--- config.mk ---
export PLATFORM = sky130hd
export DESIGN_NAME = timezone_shift_to_utc_plus8
export DESIGN_NICKNAME = d
export VERILOG_FILES = /design/src/rtl/core/tzs_pkg.sv /design/src/rtl/core/tzs_convert.sv /design/src/rtl/core/timezone_shift_to_utc_plus8.sv
export SDC_FILE = /design/constraint.sdc
export NUM_CORES = 1
export LEC_CHECK = 0
export BUFFER_PORTS_ARGS = -buffer_cell sky130_fd_sc_hd__buf_2
export CORE_MARGIN = 2
export CORE_UTILIZATION = 25
export CTS_BUF_LIST = sky130_fd_sc_hd__clkbuf_16
export CTS_CLUSTER_DIAMETER = 60
export CTS_CLUSTER_SIZE = 20
export DETAILED_ROUTE_END_ITERATION = 8
export SKIP_LAST_GASP = 1
export SLEW_MARGIN = 30
export SYNTH_ARGS = -nofsm -noshare
export SYNTH_HDL_FRONTEND = slang
export SYNTH_SLANG_ARGS = --single-unit
export TNS_END_PERCENT = 1
--- constraint.sdc ---
create_clock -name clk_i -period 17.01 [get_ports clk_i]
set_clock_uncertainty 0.05 [all_clocks]
set_input_delay 0.8505 -clock clk_i [delete_from_list [all_inputs] [get_ports clk_i]]
set_output_delay 0.8505 -clock clk_i [all_outputs]
set_load 0.01 [all_outputs]
--- src/rtl/core/tzs_pkg.sv ---
// Shared types and constants for the UTC+8 time-zone shift block.
// Depends on nothing; every other file in rtl/core refers to it by scoped names.
`default_nettype none

package tzs_pkg;

  // Calendar and offset constants
  localparam int unsigned YearBase       = 2000;
  localparam int unsigned MinPerDay      = 24 * 60;
  localparam int unsigned MinPerHour     = 60;
  localparam int unsigned QuarterMin     = 15;
  localparam int unsigned TargetMin      = 8 * 60;
  // Only century year in the reachable year span that is not a leap year
  // (the 400-year rule makes 2000 a leap year).
  localparam int unsigned CenturyNonLeap = 2100;

  // Divide by 60 as multiply by reciprocal, exact for values below 1440
  localparam int unsigned RecipSixty     = 2185;
  localparam int unsigned RecipShift     = 17;

  typedef struct packed {
    logic [6:0] year_two_digit;
    logic [3:0] month_in;
    logic [4:0] day_in;
    logic [4:0] hour_in;
    logic [5:0] minute_in;
    logic [5:0] second_in;
    logic       tz_negative;
    logic [6:0] tz_quarters;
  } tz_req_t;

  typedef struct packed {
    logic [11:0] year_out;
    logic [3:0]  month_out;
    logic [4:0]  day_out;
    logic [4:0]  hour_out;
    logic [5:0]  minute_out;
    logic [5:0]  second_out;
  } tz_res_t;

endpackage

`default_nettype wire

--- src/rtl/core/tzs_convert.sv ---
// Combinational date/time conversion from local time to UTC+8.
// Depends on tzs_pkg for the request/result structs and constants.
`default_nettype none

module tzs_convert (
  input  wire tzs_pkg::tz_req_t req_i,
  output tzs_pkg::tz_res_t      res_o
);

  typedef struct packed {
    logic [11:0] year;
    logic [3:0]  month;
    logic [4:0]  day;
  } date_t;

  localparam logic signed [12:0] DayS    = 13'(tzs_pkg::MinPerDay);
  localparam logic signed [12:0] TwoDayS = 13'(2 * tzs_pkg::MinPerDay);

  // Gregorian rule narrowed to the reachable year span
  function automatic logic [4:0] month_days(logic [11:0] y, logic [3:0] m);
    logic leap;
    leap = (y[1:0] == 2'b00) && (y != 12'(tzs_pkg::CenturyNonLeap));
    case (m)
      4'd2:                      month_days = leap ? 5'd29 : 5'd28;
      4'd4, 4'd6, 4'd9, 4'd11:   month_days = 5'd30;
      default:                   month_days = 5'd31;
    endcase
  endfunction

  // Advance or retreat the date by one day
  function automatic date_t day_step(date_t d, logic fwd);
    date_t r;
    r = d;
    if (fwd) begin
      if (({1'b0, d.day} + 6'd1) > {1'b0, month_days(d.year, d.month)}) begin
        r.day = 5'd1;
        if (d.month >= 4'd12) begin
          r.month = 4'd1;
          r.year  = d.year + 12'd1;
        end else begin
          r.month = d.month + 4'd1;
        end
      end else begin
        r.day = d.day + 5'd1;
      end
    end else begin
      if (d.day <= 5'd1) begin
        if (d.month <= 4'd1) begin
          r.month = 4'd12;
          r.year  = d.year - 12'd1;
        end else begin
          r.month = d.month - 4'd1;
        end
        r.day = month_days(r.year, r.month);
      end else begin
        r.day = d.day - 5'd1;
      end
    end
    return r;
  endfunction

  logic [10:0]        hm;
  logic [10:0]        tz_min;
  logic signed [12:0] total1;
  logic signed [12:0] time1_s;
  logic [10:0]        time1;
  logic               step_en_a, step_en_b, step_fwd;
  logic [11:0]        total2;
  logic               day2;
  logic [10:0]        time2;
  logic [22:0]        prod;
  logic [4:0]         hour;
  date_t              d0, d1, d2, d3;

  always_comb begin
    hm     = 11'(req_i.hour_in) * 11'(tzs_pkg::MinPerHour) + 11'(req_i.minute_in);
    tz_min = 11'(req_i.tz_quarters) * 11'(tzs_pkg::QuarterMin);
    // Subtracting a negative offset adds its magnitude
    if (req_i.tz_negative) begin
      total1 = $signed({2'b00, hm}) + $signed({2'b00, tz_min});
    end else begin
      total1 = $signed({2'b00, hm}) - $signed({2'b00, tz_min});
    end

    // Floor division by a day; the shift is bounded to two days either way
    step_en_a = 1'b1;
    step_en_b = 1'b0;
    step_fwd  = 1'b0;
    if (total1 < -DayS) begin
      step_en_b = 1'b1;
      time1_s   = total1 + TwoDayS;
    end else if (total1 < 13'sd0) begin
      time1_s   = total1 + DayS;
    end else if (total1 < DayS) begin
      step_en_a = 1'b0;
      time1_s   = total1;
    end else if (total1 < TwoDayS) begin
      step_fwd  = 1'b1;
      time1_s   = total1 - DayS;
    end else begin
      step_fwd  = 1'b1;
      step_en_b = 1'b1;
      time1_s   = total1 - TwoDayS;
    end
    time1 = time1_s[10:0];

    total2 = {1'b0, time1} + 12'(tzs_pkg::TargetMin);
    day2   = total2 >= 12'(tzs_pkg::MinPerDay);
    time2  = day2 ? 11'(total2 - 12'(tzs_pkg::MinPerDay)) : total2[10:0];

    prod = 23'(time2) * 23'(tzs_pkg::RecipSixty);
    hour = 5'(prod >> tzs_pkg::RecipShift);

    d0.year  = 12'(req_i.year_two_digit) + 12'(tzs_pkg::YearBase);
    d0.month = req_i.month_in;
    d0.day   = req_i.day_in;
    // Order matters for out-of-range days: the UTC shift first, then +8 h
    d1 = step_en_a ? day_step(d0, step_fwd) : d0;
    d2 = step_en_b ? day_step(d1, step_fwd) : d1;
    d3 = day2 ? day_step(d2, 1'b1) : d2;

    res_o.year_out   = d3.year;
    res_o.month_out  = d3.month;
    res_o.day_out    = d3.day;
    res_o.hour_out   = hour;
    res_o.minute_out = 6'(time2 - 11'(hour) * 11'(tzs_pkg::MinPerHour));
    res_o.second_out = req_i.second_in;
  end

endmodule

`default_nettype wire

--- src/rtl/core/timezone_shift_to_utc_plus8.sv ---
// Top level of the UTC+8 time-zone shift block: input and result registers.
// Depends on tzs_pkg and tzs_convert.
//
// Usage:
//   A request on the input channel (in_valid_i / in_ready_o / in_req_i)
//   carries a local date and time plus a zone offset in quarter hours.
//   The block returns one result per request on the output channel
//   (out_valid_o / out_ready_i / out_req_o) holding the UTC+8 date and time.
//   Path: an accepted request is held in the input register, then moves into
//   the result register once the result slot is free or being drained by the
//   receiver, and is shown from there.
//   Throughput: one request per cycle while the receiver takes every result;
//   the whole conversion is one combinational pass between the two registers.
//   Stall: while a result waits the input register still takes one more
//   request; only when both are full does in_ready_o drop. Results come out
//   in request order and are held unchanged until taken.
//   Reset: rst_ni low empties both registers at once; nothing else is kept.
`default_nettype none

module timezone_shift_to_utc_plus8 (
  input  wire                   clk_i,
  input  wire                   rst_ni,
  input  wire                   in_valid_i,
  output logic                  in_ready_o,
  input  wire tzs_pkg::tz_req_t in_req_i,
  output logic                  out_valid_o,
  input  wire                   out_ready_i,
  output tzs_pkg::tz_res_t      out_req_o
);

  logic             s0_valid_q, s0_valid_d;
  tzs_pkg::tz_req_t s0_req_q;
  logic             out_valid_q, out_valid_d;
  tzs_pkg::tz_res_t out_res_q;
  tzs_pkg::tz_res_t conv_res;
  logic             advance;

  // Move the held request forward whenever the result slot is free or draining
  assign advance    = s0_valid_q && (!out_valid_q || out_ready_i);
  assign in_ready_o = !s0_valid_q || advance;

  always_comb begin
    s0_valid_d = s0_valid_q;
    if (in_valid_i && in_ready_o) begin
      s0_valid_d = 1'b1;
    end else if (advance) begin
      s0_valid_d = 1'b0;
    end

    out_valid_d = out_valid_q;
    if (advance) begin
      out_valid_d = 1'b1;
    end else if (out_ready_i) begin
      out_valid_d = 1'b0;
    end
  end

  tzs_convert u_convert (
    .req_i (s0_req_q),
    .res_o (conv_res)
  );

  always_ff @(posedge clk_i or negedge rst_ni) begin
    if (!rst_ni) begin
      s0_valid_q  <= 1'b0;
      out_valid_q <= 1'b0;
    end else begin
      s0_valid_q  <= s0_valid_d;
      out_valid_q <= out_valid_d;
    end
  end

  // Payload registers: capture on handshake, hold otherwise
  always_ff @(posedge clk_i) begin
    if (in_valid_i && in_ready_o) begin
      s0_req_q <= in_req_i;
    end
    if (advance) begin
      out_res_q <= conv_res;
    end
  end

  assign out_valid_o = out_valid_q;
  assign out_req_o   = out_res_q;

endmodule

`default_nettype wire

==> metrics.cfg <==
[yosys]
syn_inst=1357
synth-xor-area-share_pct=5.62
yosys.area_share.simple_pct=19.5
synth_top_family_by_area=compound AO/OA/AOI/OAI gates
synth_area_mm2=0.0116
synth_edf_count=79
seq_area_frac_synth_pct=20.9
synthMuxAreaShare_pct=2.26
yosys.area_share.adder_pct=21.4
yosysTopAreaCellShare_pct=20.5
syn_avg_cell_area_um2=8.53
synth_compound_area_share_pct=24.1
async_flop_share_pct=2.47
yosys.cell_types.count=110
yosys-top-cells-area=edfxtp_1 20%, ha_1 16%, fa_1 5.4%
ys_seq_elements=81
synth_warnings=0
syn_nets=1581
yosysTopAreaCell=edfxtp_1
yosys_most_used_dff=edfxtp_1

[placement]
dp_hpwl_mm=26.1
gp_congestion=0.925
dp_cells=2004
io_buffers=84

[global_route]
grt_max_degree=39
grt_pass1_wl_mm=54.0
antenna_found_initial=1
gr-total-overflow=0
track_usage_pct=14.0
grt_pass1_vias=10086

[timing]
period_minus_slack_ns=14.24
relSlewSlack_pct=39.5
tns_ns=0
fin_crit_sh_pct=83.7
slew_viol_final=0
rsz0062_at_grt=no
hold_viol_final=0
report.final.setup_viol=0
fmax_ghz=0.0702
worst_pin_slew_ns=0.902

[worst_setup_path]
startpoint_type=flop
worstPathArrival_ns=14.30
end_kind=flop
cpPeakStageDelay_ns=0.74
cp_max_fo=21
cpMaxStageDelayCell=ha_1
path_class=reg -> reg
worst-path-buf-inv=8
timing.critical_path.from=s0_req_q[20]$_DFFE_PP_
cp_top_family=compound AO/OA/AOI/OAI gates
cp_data_required_time_ns=17.07
r2r-start=s0_req_q[20]$_DFFE_PP_

[clock_tree]
clkTransAtPathRegs_ns=0.07
cts_buffers=9
htree_levels=3
cts_buffer_depth=2
post_cts_resized=0
cts_tree=yes
cts_root_buffer=clkbuf_16
cts_setup_buffers=0
postCtsHoldBufs=0
cts_sinks=81
worst_skew_pair.late_latency_ns=0.38

[min_path]
min_path_type=in -> async

[final_layout]
finalNonFillerCells=2020
drive_above_1_share_pct=12.3
area_growth_pct=11.6
n_antenna_cell=0
nNetsFinal=1639

[status]
status=finished clean

[route]
vias=10569
routed_wl_mm=32.7
ant_nets=0
drc=0
drt_iter0_drc=906
drt_pass1_iterations=5
wire_per_inst_um=16.2
vias_per_cell=5.23

[die]
core_region_area_mm2=0.0456
rows=78
die_x_um=219
pin_count=85
dieArea_mm2=0.0481
die_h_um=219
start_util_pct=25.4

[flow_run]
drv_cap=0

[area by class of cell]
| class | instances | area (um^2) |
|---|---|---|
| repair buffers | 93 | 495 |
| well taps | 600 | 751 |
| multi-input cells | 1095 | 8460 |
| flip-flops and latches | 81 | 2420 |
| clock buffers | 9 | 225 |
| fillers | 4848 | 32700 |
| inverters | 135 | 507 |
| clock inverters | 7 | 66.3 |
[registers in the layout, indices dropped and copies added (netlist names)]
name	cells
out_req_o	38
out_valid_o	1
s0_req_q	41
s0_valid_q	1
[kinds of logic after synthesis]
kind of cell,count (synthesis)
simple gates,434
flops,81
fa+ha+maj,180
buf+inv,181
compound gates,387
mux,24
xor+xnor,70
[cell usage after synthesis, types with 20 or more instances]
cell and n:
nor2_1 101, nand3_1 34, ha_1 148, clkbuf_1 33
a21oi_1 85, fa_1 31, xnor2_1 50, nand2_1 92
o21ai_0 53, inv_1 131, a21o_1 20, edfxtp_1 79
nor3_1 50
[cells in the final DEF, fill, tap and decap left out, drive strengths merged, types with 8 or more instances in the layout]
master,instances
ha,148
inv,140
nor2,104
nand2,93
buf,93
a21oi,89
edfxtp,79
o21ai,69
nor3,53
xnor2,51
nand3,34
fa,31
a21o,20
mux2i,20
or3,19
xor2,19
a31oi,18
nand4,18
nand2b,17
and2,17
nor4,17
o211ai,16
o31ai,14
o2111ai,13
o22ai,13
a211oi,13
o21a,12
nor2b,12
clkbuf,9
and3,9
or2,8
[per-layer routing]
metal	vias up	part of all wire (%)	track usage, %
met5	-	0.034	0
met3	34	6.7	2.98
met2	349	45	21.7
li1	5150	-	-
met4	2	1.5	4.17
met1	5034	47	19.3
[through the flow]
step	util [%]	setup slack (ns)	instance area, um^2	hold slack, ns
2_1_floorplan	-	4.46	11600	0.350
3_3_place_gp	27.6	2.97	12600	0.362
3_5_place_dp	27.7	2.82	12600	0.362
4_1_cts	28.3	2.76	12900	0.149
5_1_grt	28.4	1.46	12900	0.152
6_report	28.4	2.77	12900	0.187
[worst paths after layout]
path,endpoint,slack (ns),depth (start not counted)
max,out_req_o[23]$_DFFE_PP_,2.77,53
max in group asynchronous,out_valid_o$_DFFE_PN0P_,16.63,1
max reg2reg,out_req_o[23]$_DFFE_PP_,2.77,53
min in group clk_i,out_req_o[3]$_DFFE_PP_,0.37,0
min,s0_valid_q$_DFFE_PN0P_,0.19,1
min reg2reg,out_req_o[3]$_DFFE_PP_,0.37,0
Power is left out: the tool's default activity adds up to more than one toggle a clock period on the data nets, which glitch-free logic cannot reach.
